`config.mk`:
```
export PLATFORM = sky130hd
export DESIGN_NAME = rotating_clock_divider
export DESIGN_NICKNAME = d
export VERILOG_FILES = /design/src/hdl/rotdiv_pkg.sv /design/src/hdl/rotdiv_cfg_regs.sv /design/src/hdl/rotdiv_divisors.sv /design/src/hdl/rotdiv_core.sv /design/src/hdl/rotating_clock_divider.sv
export SDC_FILE = /design/constraint.sdc
export NUM_CORES = 1
export LEC_CHECK = 0
export BUFFER_PORTS_ARGS = -buffer_cell sky130_fd_sc_hd__clkbuf_2
export CAP_MARGIN = 20
export CORE_MARGIN = 3
export CORE_UTILIZATION = 59
export CTS_CLUSTER_SIZE = 16
export DETAILED_ROUTE_END_ITERATION = 8
export PLACE_DENSITY = 0.79
export SYNTH_ARGS = -nofsm -noshare
export SYNTH_HDL_FRONTEND = slang
export SYNTH_SLANG_ARGS = --single-unit
```
`constraint.sdc`:
```
create_clock -name clk -period 4.35 [get_ports clk]
set_input_delay 0.6525 -clock clk [delete_from_list [all_inputs] [get_ports clk]]
set_output_delay 0.6525 -clock clk [all_outputs]
set_load 0.02 [all_outputs]
```
`src/hdl/rotdiv_pkg.sv`:
```
// ----------------------------------------------------------------------------
// rotdiv_pkg
// shared types, constants and the spread table for the rotating divider
// ----------------------------------------------------------------------------
package rotdiv_pkg;

	localparam int NUM_OUTPUTS_DEF = 8;
	localparam int CODE_W          = 6;
	localparam int LOOP_W          = 8;
	localparam int CFG_IDX_W       = 3;
	localparam int CFG_DATA_W      = 8;

	typedef logic [CODE_W-1:0] code_t;

	typedef enum logic [CFG_IDX_W-1:0] {
		REG_RANGE_SEL   = 3'd0,
		REG_SPREAD_MODE = 3'd1,
		REG_LOOP_CLR    = 3'd2,
		REG_LOOP_LENGTH = 3'd3,
		REG_DOWNBEAT    = 3'd4,
		REG_HALF_GATE   = 3'd5
	} cfg_idx_t;

	typedef struct packed {
		logic [1:0]        range_sel;
		logic              spread_mode;
		logic              loop_clr_en;
		logic [LOOP_W-1:0] loop_length;
		logic              downbeat_en;
		logic              half_gate;
	} cfg_t;

	function automatic code_t spread_code(input logic [2:0] idx);
		code_t res;
		case (idx)
			3'd0:    res = code_t'(0);
			3'd1:    res = code_t'(1);
			3'd2:    res = code_t'(2);
			3'd3:    res = code_t'(3);
			3'd4:    res = code_t'(5);
			3'd5:    res = code_t'(7);
			3'd6:    res = code_t'(11);
			default: res = code_t'(15);
		endcase
		return res;
	endfunction

endpackage

```
`src/hdl/rotdiv_cfg_regs.sv`:
```
// ----------------------------------------------------------------------------
// rotdiv_cfg_regs
// configuration register file, written through a plain indexed write port
// ----------------------------------------------------------------------------
module rotdiv_cfg_regs (
	input  logic                           clk,
	input  logic                           arst_n,
	input  logic                           cfg_wr_en,
	input  logic [rotdiv_pkg::CFG_IDX_W-1:0]  cfg_index,
	input  logic [rotdiv_pkg::CFG_DATA_W-1:0] cfg_data,
	output rotdiv_pkg::cfg_t               cfg
);
	import rotdiv_pkg::*;

	cfg_t cfg_q;

	always_ff @(posedge clk or negedge arst_n) begin
		if (!arst_n) begin
			cfg_q <= '0;
		end else if (cfg_wr_en) begin
			unique case (cfg_idx_t'(cfg_index))
				REG_RANGE_SEL:   cfg_q.range_sel   <= cfg_data[1:0];
				REG_SPREAD_MODE: cfg_q.spread_mode <= cfg_data[0];
				REG_LOOP_CLR:    cfg_q.loop_clr_en <= cfg_data[0];
				REG_LOOP_LENGTH: cfg_q.loop_length <= cfg_data[LOOP_W-1:0];
				REG_DOWNBEAT:    cfg_q.downbeat_en <= cfg_data[0];
				REG_HALF_GATE:   cfg_q.half_gate   <= cfg_data[0];
				default: ;
			endcase
		end
	end

	assign cfg = cfg_q;

endmodule

```
`src/hdl/rotdiv_divisors.sv`:
```
// ----------------------------------------------------------------------------
// rotdiv_divisors
// per-output divisor codes from rotate, divide range and spread mode
// ----------------------------------------------------------------------------
module rotdiv_divisors #(
	parameter int NUM_OUTPUTS = rotdiv_pkg::NUM_OUTPUTS_DEF
) (
	input  rotdiv_pkg::cfg_t                         cfg,
	input  rotdiv_pkg::code_t                        rotate,
	output rotdiv_pkg::code_t [NUM_OUTPUTS-1:0]      codes
);
	import rotdiv_pkg::*;

	code_t kk [NUM_OUTPUTS];
	code_t lin_sum [NUM_OUTPUTS];

	always_comb begin
		for (int k = 0; k < NUM_OUTPUTS; k++) begin
			kk[k] = code_t'(k);
			lin_sum[k] = kk[k] + rotate;
			if (cfg.spread_mode) begin
				unique case (cfg.range_sel)
					2'd0: codes[k] = spread_code(lin_sum[k][2:0]);
					2'd1: codes[k] = ((kk[k] << 1) + code_t'(1) + rotate) & code_t'(15);
					2'd2: codes[k] = ((kk[k] << 2) + code_t'(3) + rotate) & code_t'(31);
					default: codes[k] = (kk[k] << 3) + code_t'(7) + rotate;
				endcase
			end else begin
				unique case (cfg.range_sel)
					2'd0: codes[k] = lin_sum[k] & code_t'(7);
					2'd1: codes[k] = (lin_sum[k] + code_t'(8)) & code_t'(15);
					2'd2: codes[k] = (lin_sum[k] + code_t'(16)) & code_t'(31);
					default: codes[k] = lin_sum[k] + code_t'(32);
				endcase
			end
		end
	end

endmodule

```
`src/hdl/rotdiv_core.sv`:
```
// ----------------------------------------------------------------------------
// rotdiv_core
// input register, edge detection, counter and gate update, result register
// ----------------------------------------------------------------------------
module rotdiv_core #(
	parameter int NUM_OUTPUTS = rotdiv_pkg::NUM_OUTPUTS_DEF
) (
	input  logic                   clk,
	input  logic                   arst_n,
	input  rotdiv_pkg::cfg_t       cfg,
	input  logic                   in_valid,
	output logic                   in_stall,
	input  logic                   clock_high,
	input  logic                   reset_high,
	input  rotdiv_pkg::code_t      rotate,
	output logic                   out_valid,
	input  logic                   out_stall,
	output logic [NUM_OUTPUTS-1:0] gates
);
	import rotdiv_pkg::*;

	// input stage
	logic  valid_s1;
	logic  clock_high_s1;
	logic  reset_high_s1;
	code_t rotate_s1;

	// block state
	code_t             pc_q [NUM_OUTPUTS];
	logic [NUM_OUTPUTS-1:0] gl_q;
	logic              clock_was_high_q;
	logic              clock_was_low_q;
	logic              reset_was_high_q;
	logic [LOOP_W-1:0] loop_count_q;

	// result stage
	logic                   valid_s2;
	logic [NUM_OUTPUTS-1:0] gates_s2;

	code_t [NUM_OUTPUTS-1:0] dv;

	logic              adv_s1;
	logic              step;
	logic              rst_edge;
	logic              rise;
	logic              fall;
	logic [LOOP_W-1:0] loop_limit;
	logic [LOOP_W-1:0] lc0;
	logic [LOOP_W:0]   lc_inc;
	logic              loop_wrap;
	logic [LOOP_W-1:0] lc_nxt;

	code_t         pc0 [NUM_OUTPUTS];
	logic [CODE_W:0] pc_inc [NUM_OUTPUTS];
	code_t         pc_adv [NUM_OUTPUTS];
	code_t         half_hi [NUM_OUTPUTS];
	code_t         half_lo [NUM_OUTPUTS];
	code_t         pc_nxt [NUM_OUTPUTS];
	logic [NUM_OUTPUTS-1:0] gl_nxt;

	rotdiv_divisors #(
		.NUM_OUTPUTS(NUM_OUTPUTS)
	) u_divisors (
		.cfg    (cfg),
		.rotate (rotate_s1),
		.codes  (dv)
	);

	assign adv_s1   = !valid_s2 || !out_stall;
	assign step     = valid_s1 && adv_s1;
	assign in_stall = valid_s1 && !adv_s1;

	always_comb begin
		rst_edge  = reset_high_s1 && !reset_was_high_q;
		rise      = clock_high_s1 && !clock_was_high_q;
		fall      = !clock_high_s1 && !clock_was_low_q;
		if (cfg.loop_length != '0) begin
			loop_limit = cfg.loop_length;
		end else begin
			loop_limit = LOOP_W'(16) << cfg.range_sel;
		end
		lc0       = rst_edge ? '0 : loop_count_q;
		lc_inc    = {1'b0, lc0} + (LOOP_W+1)'(1);
		loop_wrap = rise && cfg.loop_clr_en && (lc_inc >= {1'b0, loop_limit});
		if (rise) begin
			if (!cfg.loop_clr_en || loop_wrap) begin
				lc_nxt = '0;
			end else begin
				lc_nxt = lc_inc[LOOP_W-1:0];
			end
		end else begin
			lc_nxt = lc0;
		end

		for (int k = 0; k < NUM_OUTPUTS; k++) begin
			pc0[k]     = rst_edge ? '0 : pc_q[k];
			pc_inc[k]  = {1'b0, pc0[k]} + (CODE_W+1)'(1);
			pc_adv[k]  = (pc_inc[k] > {1'b0, dv[k]}) ? '0 : pc_inc[k][CODE_W-1:0];
			half_hi[k] = (dv[k] >> 1) + code_t'(1);
			half_lo[k] = code_t'(({1'b0, dv[k]} + (CODE_W+1)'(1)) >> 1);
			gl_nxt[k]  = gl_q[k];
			pc_nxt[k]  = pc0[k];
			if (rise) begin
				if (cfg.downbeat_en) begin
					if (pc0[k] == '0) gl_nxt[k] = 1'b1;
					if (cfg.half_gate) begin
						if (pc0[k] == half_hi[k]) gl_nxt[k] = 1'b0;
					end else begin
						pc_nxt[k] = pc_adv[k];
					end
				end else if (cfg.half_gate) begin
					if (pc0[k] == half_hi[k]) gl_nxt[k] = 1'b1;
					if (pc0[k] == '0) gl_nxt[k] = 1'b0;
				end else begin
					pc_nxt[k] = pc_adv[k];
					if (pc_adv[k] == '0) gl_nxt[k] = 1'b1;
				end
				if (loop_wrap) pc_nxt[k] = '0;
			end else if (fall) begin
				if (cfg.half_gate) begin
					if (pc0[k] == half_lo[k]) gl_nxt[k] = !cfg.downbeat_en;
					pc_nxt[k] = pc_adv[k];
				end else begin
					gl_nxt[k] = 1'b0;
				end
			end
		end
	end

	always_ff @(posedge clk or negedge arst_n) begin
		if (!arst_n) begin
			valid_s1         <= 1'b0;
			valid_s2         <= 1'b0;
			gl_q             <= '0;
			clock_was_high_q <= 1'b0;
			clock_was_low_q  <= 1'b0;
			reset_was_high_q <= 1'b0;
			loop_count_q     <= '0;
			for (int k = 0; k < NUM_OUTPUTS; k++) pc_q[k] <= '0;
		end else begin
			if (!in_stall) valid_s1 <= in_valid;
			if (adv_s1) valid_s2 <= valid_s1;
			if (step) begin
				gl_q             <= gl_nxt;
				clock_was_high_q <= clock_high_s1;
				clock_was_low_q  <= !clock_high_s1;
				reset_was_high_q <= reset_high_s1;
				loop_count_q     <= lc_nxt;
				for (int k = 0; k < NUM_OUTPUTS; k++) pc_q[k] <= pc_nxt[k];
			end
		end
	end

	// payload registers
	always_ff @(posedge clk) begin
		if (in_valid && !in_stall) begin
			clock_high_s1 <= clock_high;
			reset_high_s1 <= reset_high;
			rotate_s1     <= rotate;
		end
		if (step) gates_s2 <= gl_nxt;
	end

	assign out_valid = valid_s2;
	assign gates     = gates_s2;

endmodule

```
`src/hdl/rotating_clock_divider.sv`:
```
// ----------------------------------------------------------------------------
// rotating_clock_divider
// eight-output rotating clock divider driven by sampled clock and reset levels
// ----------------------------------------------------------------------------
// Each input transfer carries one sample: clock level, reset level and a
// rotate amount. Each sample yields exactly one output transfer whose gates
// word holds the level of the eight divided outputs after that sample.
// Both channels use valid/stall; a transfer happens on a clock edge with
// valid high and stall low. Configuration registers are written through
// cfg_wr_en/cfg_index/cfg_data; the user must do so only while no sample
// is in flight, since the block does not enforce it. A sample passes
// through the input register, where the edge-detect and counter logic
// works on it, and then the result register, which drives out_valid.
// Throughput is one sample per cycle while the receiver does not stall;
// the eight phase counters update in parallel. When the receiver stalls,
// the result register holds and the input register keeps one more sample;
// in_stall rises only once both are full. Reset clears the configuration,
// the counters, the gate levels, the edge flags and the loop count; the
// first samples after reset then act as clock edges.
// ----------------------------------------------------------------------------
module rotating_clock_divider #(
	parameter int NUM_OUTPUTS = rotdiv_pkg::NUM_OUTPUTS_DEF
) (
	input  logic                              clk,
	input  logic                              arst_n,
	input  logic                              cfg_wr_en,
	input  logic [rotdiv_pkg::CFG_IDX_W-1:0]  cfg_index,
	input  logic [rotdiv_pkg::CFG_DATA_W-1:0] cfg_data,
	input  logic                              in_valid,
	output logic                              in_stall,
	input  logic                              clock_high,
	input  logic                              reset_high,
	input  logic [rotdiv_pkg::CODE_W-1:0]     rotate,
	output logic                              out_valid,
	input  logic                              out_stall,
	output logic [NUM_OUTPUTS-1:0]            gates
);
	import rotdiv_pkg::*;

	cfg_t cfg;

	rotdiv_cfg_regs u_cfg_regs (
		.clk       (clk),
		.arst_n    (arst_n),
		.cfg_wr_en (cfg_wr_en),
		.cfg_index (cfg_index),
		.cfg_data  (cfg_data),
		.cfg       (cfg)
	);

	rotdiv_core #(
		.NUM_OUTPUTS(NUM_OUTPUTS)
	) u_core (
		.clk        (clk),
		.arst_n     (arst_n),
		.cfg        (cfg),
		.in_valid   (in_valid),
		.in_stall   (in_stall),
		.clock_high (clock_high),
		.reset_high (reset_high),
		.rotate     (rotate),
		.out_valid  (out_valid),
		.out_stall  (out_stall),
		.gates      (gates)
	);

endmodule

```
==> results by group <==
Floorplanning
  – Initial Util: 60.7%
  – IO Count: 34
  – DIE WIDTH: 156 um
  – FP Rows: 54
  – Die height: 156 um
  – Core area: 0.0220 mm^2
  – Die area: 0.0245 mm^2

Route
  – Final wirelength: 43.5 mm
  – DRC violations left: 0
  – Average wire per standard cell: 21.0 um
  – Via density: 6.74
  – First-pass detailed-route iteration total: 7
  – Final ANT Viol Nets: 0
  – Vias post-DR: 13,965
  – Iter 0 DRT Violations: 1,711

Critical path
  – R2R setup slack: 200 ps
  – CP Launch Type: register
  – Reg2reg end: u_core.gl_q[0]
  – R2R cell count: 15
  – Most Frequent Cell on Critical Path: o21a_1
  – Crit path arrival time: 4400 ps
  – Worst setup path category: register to register
  – RR Startpoint: u_core.rotate_s1[1]
  – Max FO, Critical Path: 9
  – Slowest-stage cell, CP: a221o_2
  – Crit-path cells: buf_4 > ha_1 > a21oi_4 > a221oi_1 > o211a_1 > a221o_2 > ha_1 > o21a_1 > o21a_1 > o21a_1 > o22ai_1 > a21oi_1 > a211o_1 > a32o_1 > mux2_4
  – Worst Path Required: 4600 ps
  – Critical path endpoint category: register
  – Crit-path max cell delay: 430 ps
  – Critical Path End: u_core.gl_q[0]
  – Worst setup startpoint: u_core.rotate_s1[1]

Layout
  – Register area: 0.00256 mm^2
  – Area Growth Syn to Fin: 9.59%
  – # diodes: 0
  – Nets: 1,919
  – Area taken by multi-input logic gates: 0.0100 mm^2
  – Layout cell share with drive strength beyond 1: 15.7%
  – Most frequent cells in the layout: 186 x nand2_1, 149 x nor2_1, 110 x buf_4, 104 x ha_1, 97 x a21oi_1
  – Fill cells: 1,848
  – Most common cell after layout, fill and taps aside: nand2_1

STA
  – Max-slew headroom: 37.3%
  – Slew Limit Fails: 0
  – Post-route clock period utilization: 95.4%
  – Min cycle time layout: 4150 ps
  – Fin. Hold Viols: 0
  – Worst Skew: 11.5 ps
  – Actual slew at the worst max-slew pin: 937 ps
  – Fin Hold WS: 382 ps
  – Unrepaired setup endpoints after global routing: true
  – Setup_tns: 0 ps
  – Final setup viols: 0
  – Max Clock Freq: 241 MHz

Clock tree
  – CTS Buffer Depth: 2
  – Worst skew pair latency: 370 ps
  – Reg clk slew, reported paths: 80 ps
  – CTS tree: done
  – TritonCTS buffer count: 9
  – H-tree levels: 3
  – CTS sink cnt: 99
  – Root Buffer Master: clkbuf_16

Power and ir drop
  – Max VDD drop: 0.290 mV
  – Total power per unit cell area: 500 mW/mm^2
  – Pint: 0.00368 W
  – Register share of total power: 20.8%
  – Switch Pwr: 0.00365 W
  – Clock network power share: 11.9%
  – Comb pwr share: 67.3%
  – P_leak: 6.18 nW
  – Net Sw Frac: 49.8%

Synth
  – Synth top area share: 15.5%
  – Post-synthesis cell count: 1,747
  – Post-synth cell types: 114
  – Area contributors post-synth: dfrtp_1 16%, ha_1 10%, nand2_1 5.3%
  – Syn_area_per_cell: 7.65 um^2
  – Top_reg_cell synth: dfrtp_1
  – Share of the yosys chip area belonging to registers: 19.1%
  – Post-Syn Area: 0.0134 mm^2
  – Asr flop ratio synth: 83.8%
  – Syn. warnings: 0
  – Syn_nets: 1,878
  – Synth Register Bits: 99
  – Area leader, netlist: dfrtp_1
  – Post-synth EDFFs: 16

Global route
  – Initial antenna violation count: 0
  – Remaining Overflow, GRT: 0
  – Total GRT Usage: 35.2%
  – Largest net degree at the start of global routing: 61
  – First-pass GRT wire length: 69.8 mm
  – Vias in the first global route: 13,217

Placed design
  – Quantity of I/O buffers inserted on ports: 33
  – Final HPWL DP: 31.7 mm
  – Placer's final routability congestion estimate: 1.01

Outcome
  – Run status: finished clean

Flow run
  – MaxCap Viol Count: 0

Min path
  – Hold Crit Class: input port to async pin
[sequential cells by signal, summed over array words and instances (netlist names)]
signal / flops
u_core.reset_high_s1: 1
u_core.valid_s1: 1
u_core.gates: 8
u_core.clock_high_s1: 1
u_cfg_regs.cfg: 14
u_core.rotate_s1: 6
u_core.gl_q: 8
u_core.reset_was_high_q: 1
u_core.pc_q: 48
u_core.out_valid: 1
u_core.clock_was_low_q: 1
u_core.clock_was_high_q: 1
u_core.loop_count_q: 8
[layout make-up]
| type | instances | area share (%) |
|---|---|---|
| Clock inverter | 7 | 0.607 |
| Tap cell | 280 | 2.39 |
| Timing Repair Buffer | 147 | 7.36 |
| Clock buffer | 9 | 1.54 |
| Multi-Input combinational cell | 1447 | 68.5 |
| Inverter | 84 | 2.15 |
| Sequential cell | 99 | 17.5 |
[synth_stat cells, types with 11 or more instances]
cell	instances
nor2_1	152
nor2b_1	23
and3_1	18
nor3_1	42
a21oi_1	100
o21ai_0	89
edfxtp_1	16
mux2_2	27
a211oi_1	12
and2_1	23
buf_4	14
a31oi_1	30
inv_1	72
a21o_1	17
nand2_1	187
xor2_1	43
or3_1	12
inv_2	11
mux2i_1	25
o21a_1	33
a22o_1	12
o211ai_1	21
o22ai_1	16
nand4_1	19
a221oi_1	22
clkbuf_1	60
nor4_1	20
ha_1	107
nand2b_1	16
xnor2_1	77
nand3_1	81
a32o_1	16
dfrtp_1	83
buf_2	23
or4_1	13
[cells by family after synthesis]
group | synth area share (%)
AND/OR/NAND/NOR | 25.0
XOR/XNOR | 8.11
multiplexers | 4.26
adder cells (fa/ha/maj) | 10.0
buffers and inverters | 6.82
flip-flops | 19.1
AO/OA/AOI/OAI | 26.6
[worst min path at each step]
| stage | start | endpoint | slack [ps] | depth (start not counted) |
|---|---|---|---|---|
| global route | reset_high | u_core.reset_high_s1 | 440 | 1 |
| CTS | arst_n | u_core.pc_q[5] | 420 | 1 |
| detailed placement | u_core.valid_s1 | u_core.out_valid | 480 | 1 |
| global placement | u_core.valid_s1 | u_core.out_valid | 470 | 1 |
| floorplan | arst_n | u_cfg_regs.cfg[0] | 360 | 0 |
| finish | arst_n | u_core.pc_q[5] | 380 | 1 |
[power by group through the flow]
stage          Clock [W]  Combinational (W)  Sequential [W]
2_1_floorplan          0            0.00359         0.00138
3_3_place_gp           0            0.00463         0.00151
3_5_place_dp           0            0.00475         0.00152
4_1_cts         0.000888            0.00478         0.00151
5_1_grt         0.000917            0.00541         0.00156
6_report        0.000874            0.00493         0.00152
[worst max-delay path: cells and delay by family, from the launching register on]
kind / cells / cell delay, ps
mux: 1 / 250
fa+ha+maj: 2 / 680
buf+inv: 1 / 210
compound gates: 11 / 2470
flops: 1 / 420
[timing repair]
action                                  in CTS  in global routing
resized for setup                            0                 27
hold buffers                                 0                  0
endpoints found under the setup margin       0                 19
setup buffers                                0                  1
[metrics by stage]
stage | setup slack [ps] | utilization, % | instances | total power, W | instance area [um^2]
after floorplan | -34.2 | - | 1747 | 0.00497 | 13400
after global placement | 210 | 64.5 | 2056 | 0.00614 | 14200
after detailed placement | 118 | 64.5 | 2056 | 0.00627 | 14200
after CTS | 112 | 65.9 | 2072 | 0.00718 | 14500
after global routing | -9.06 | 66.5 | 2073 | 0.00789 | 14600
final | 200 | 66.5 | 2073 | 0.00733 | 14600
[layer usage]
metal | wire length, um | global-route usage [%] | share of wire [%]
met5 | 0 | 0 | 0
met2 | 19700 | 56.5 | 45
met3 | 4110 | 6.19 | 9.4
met1 | 17700 | 46.5 | 41
met4 | 1940 | 15.3 | 4.4
(Power assumes the default switching activity.)
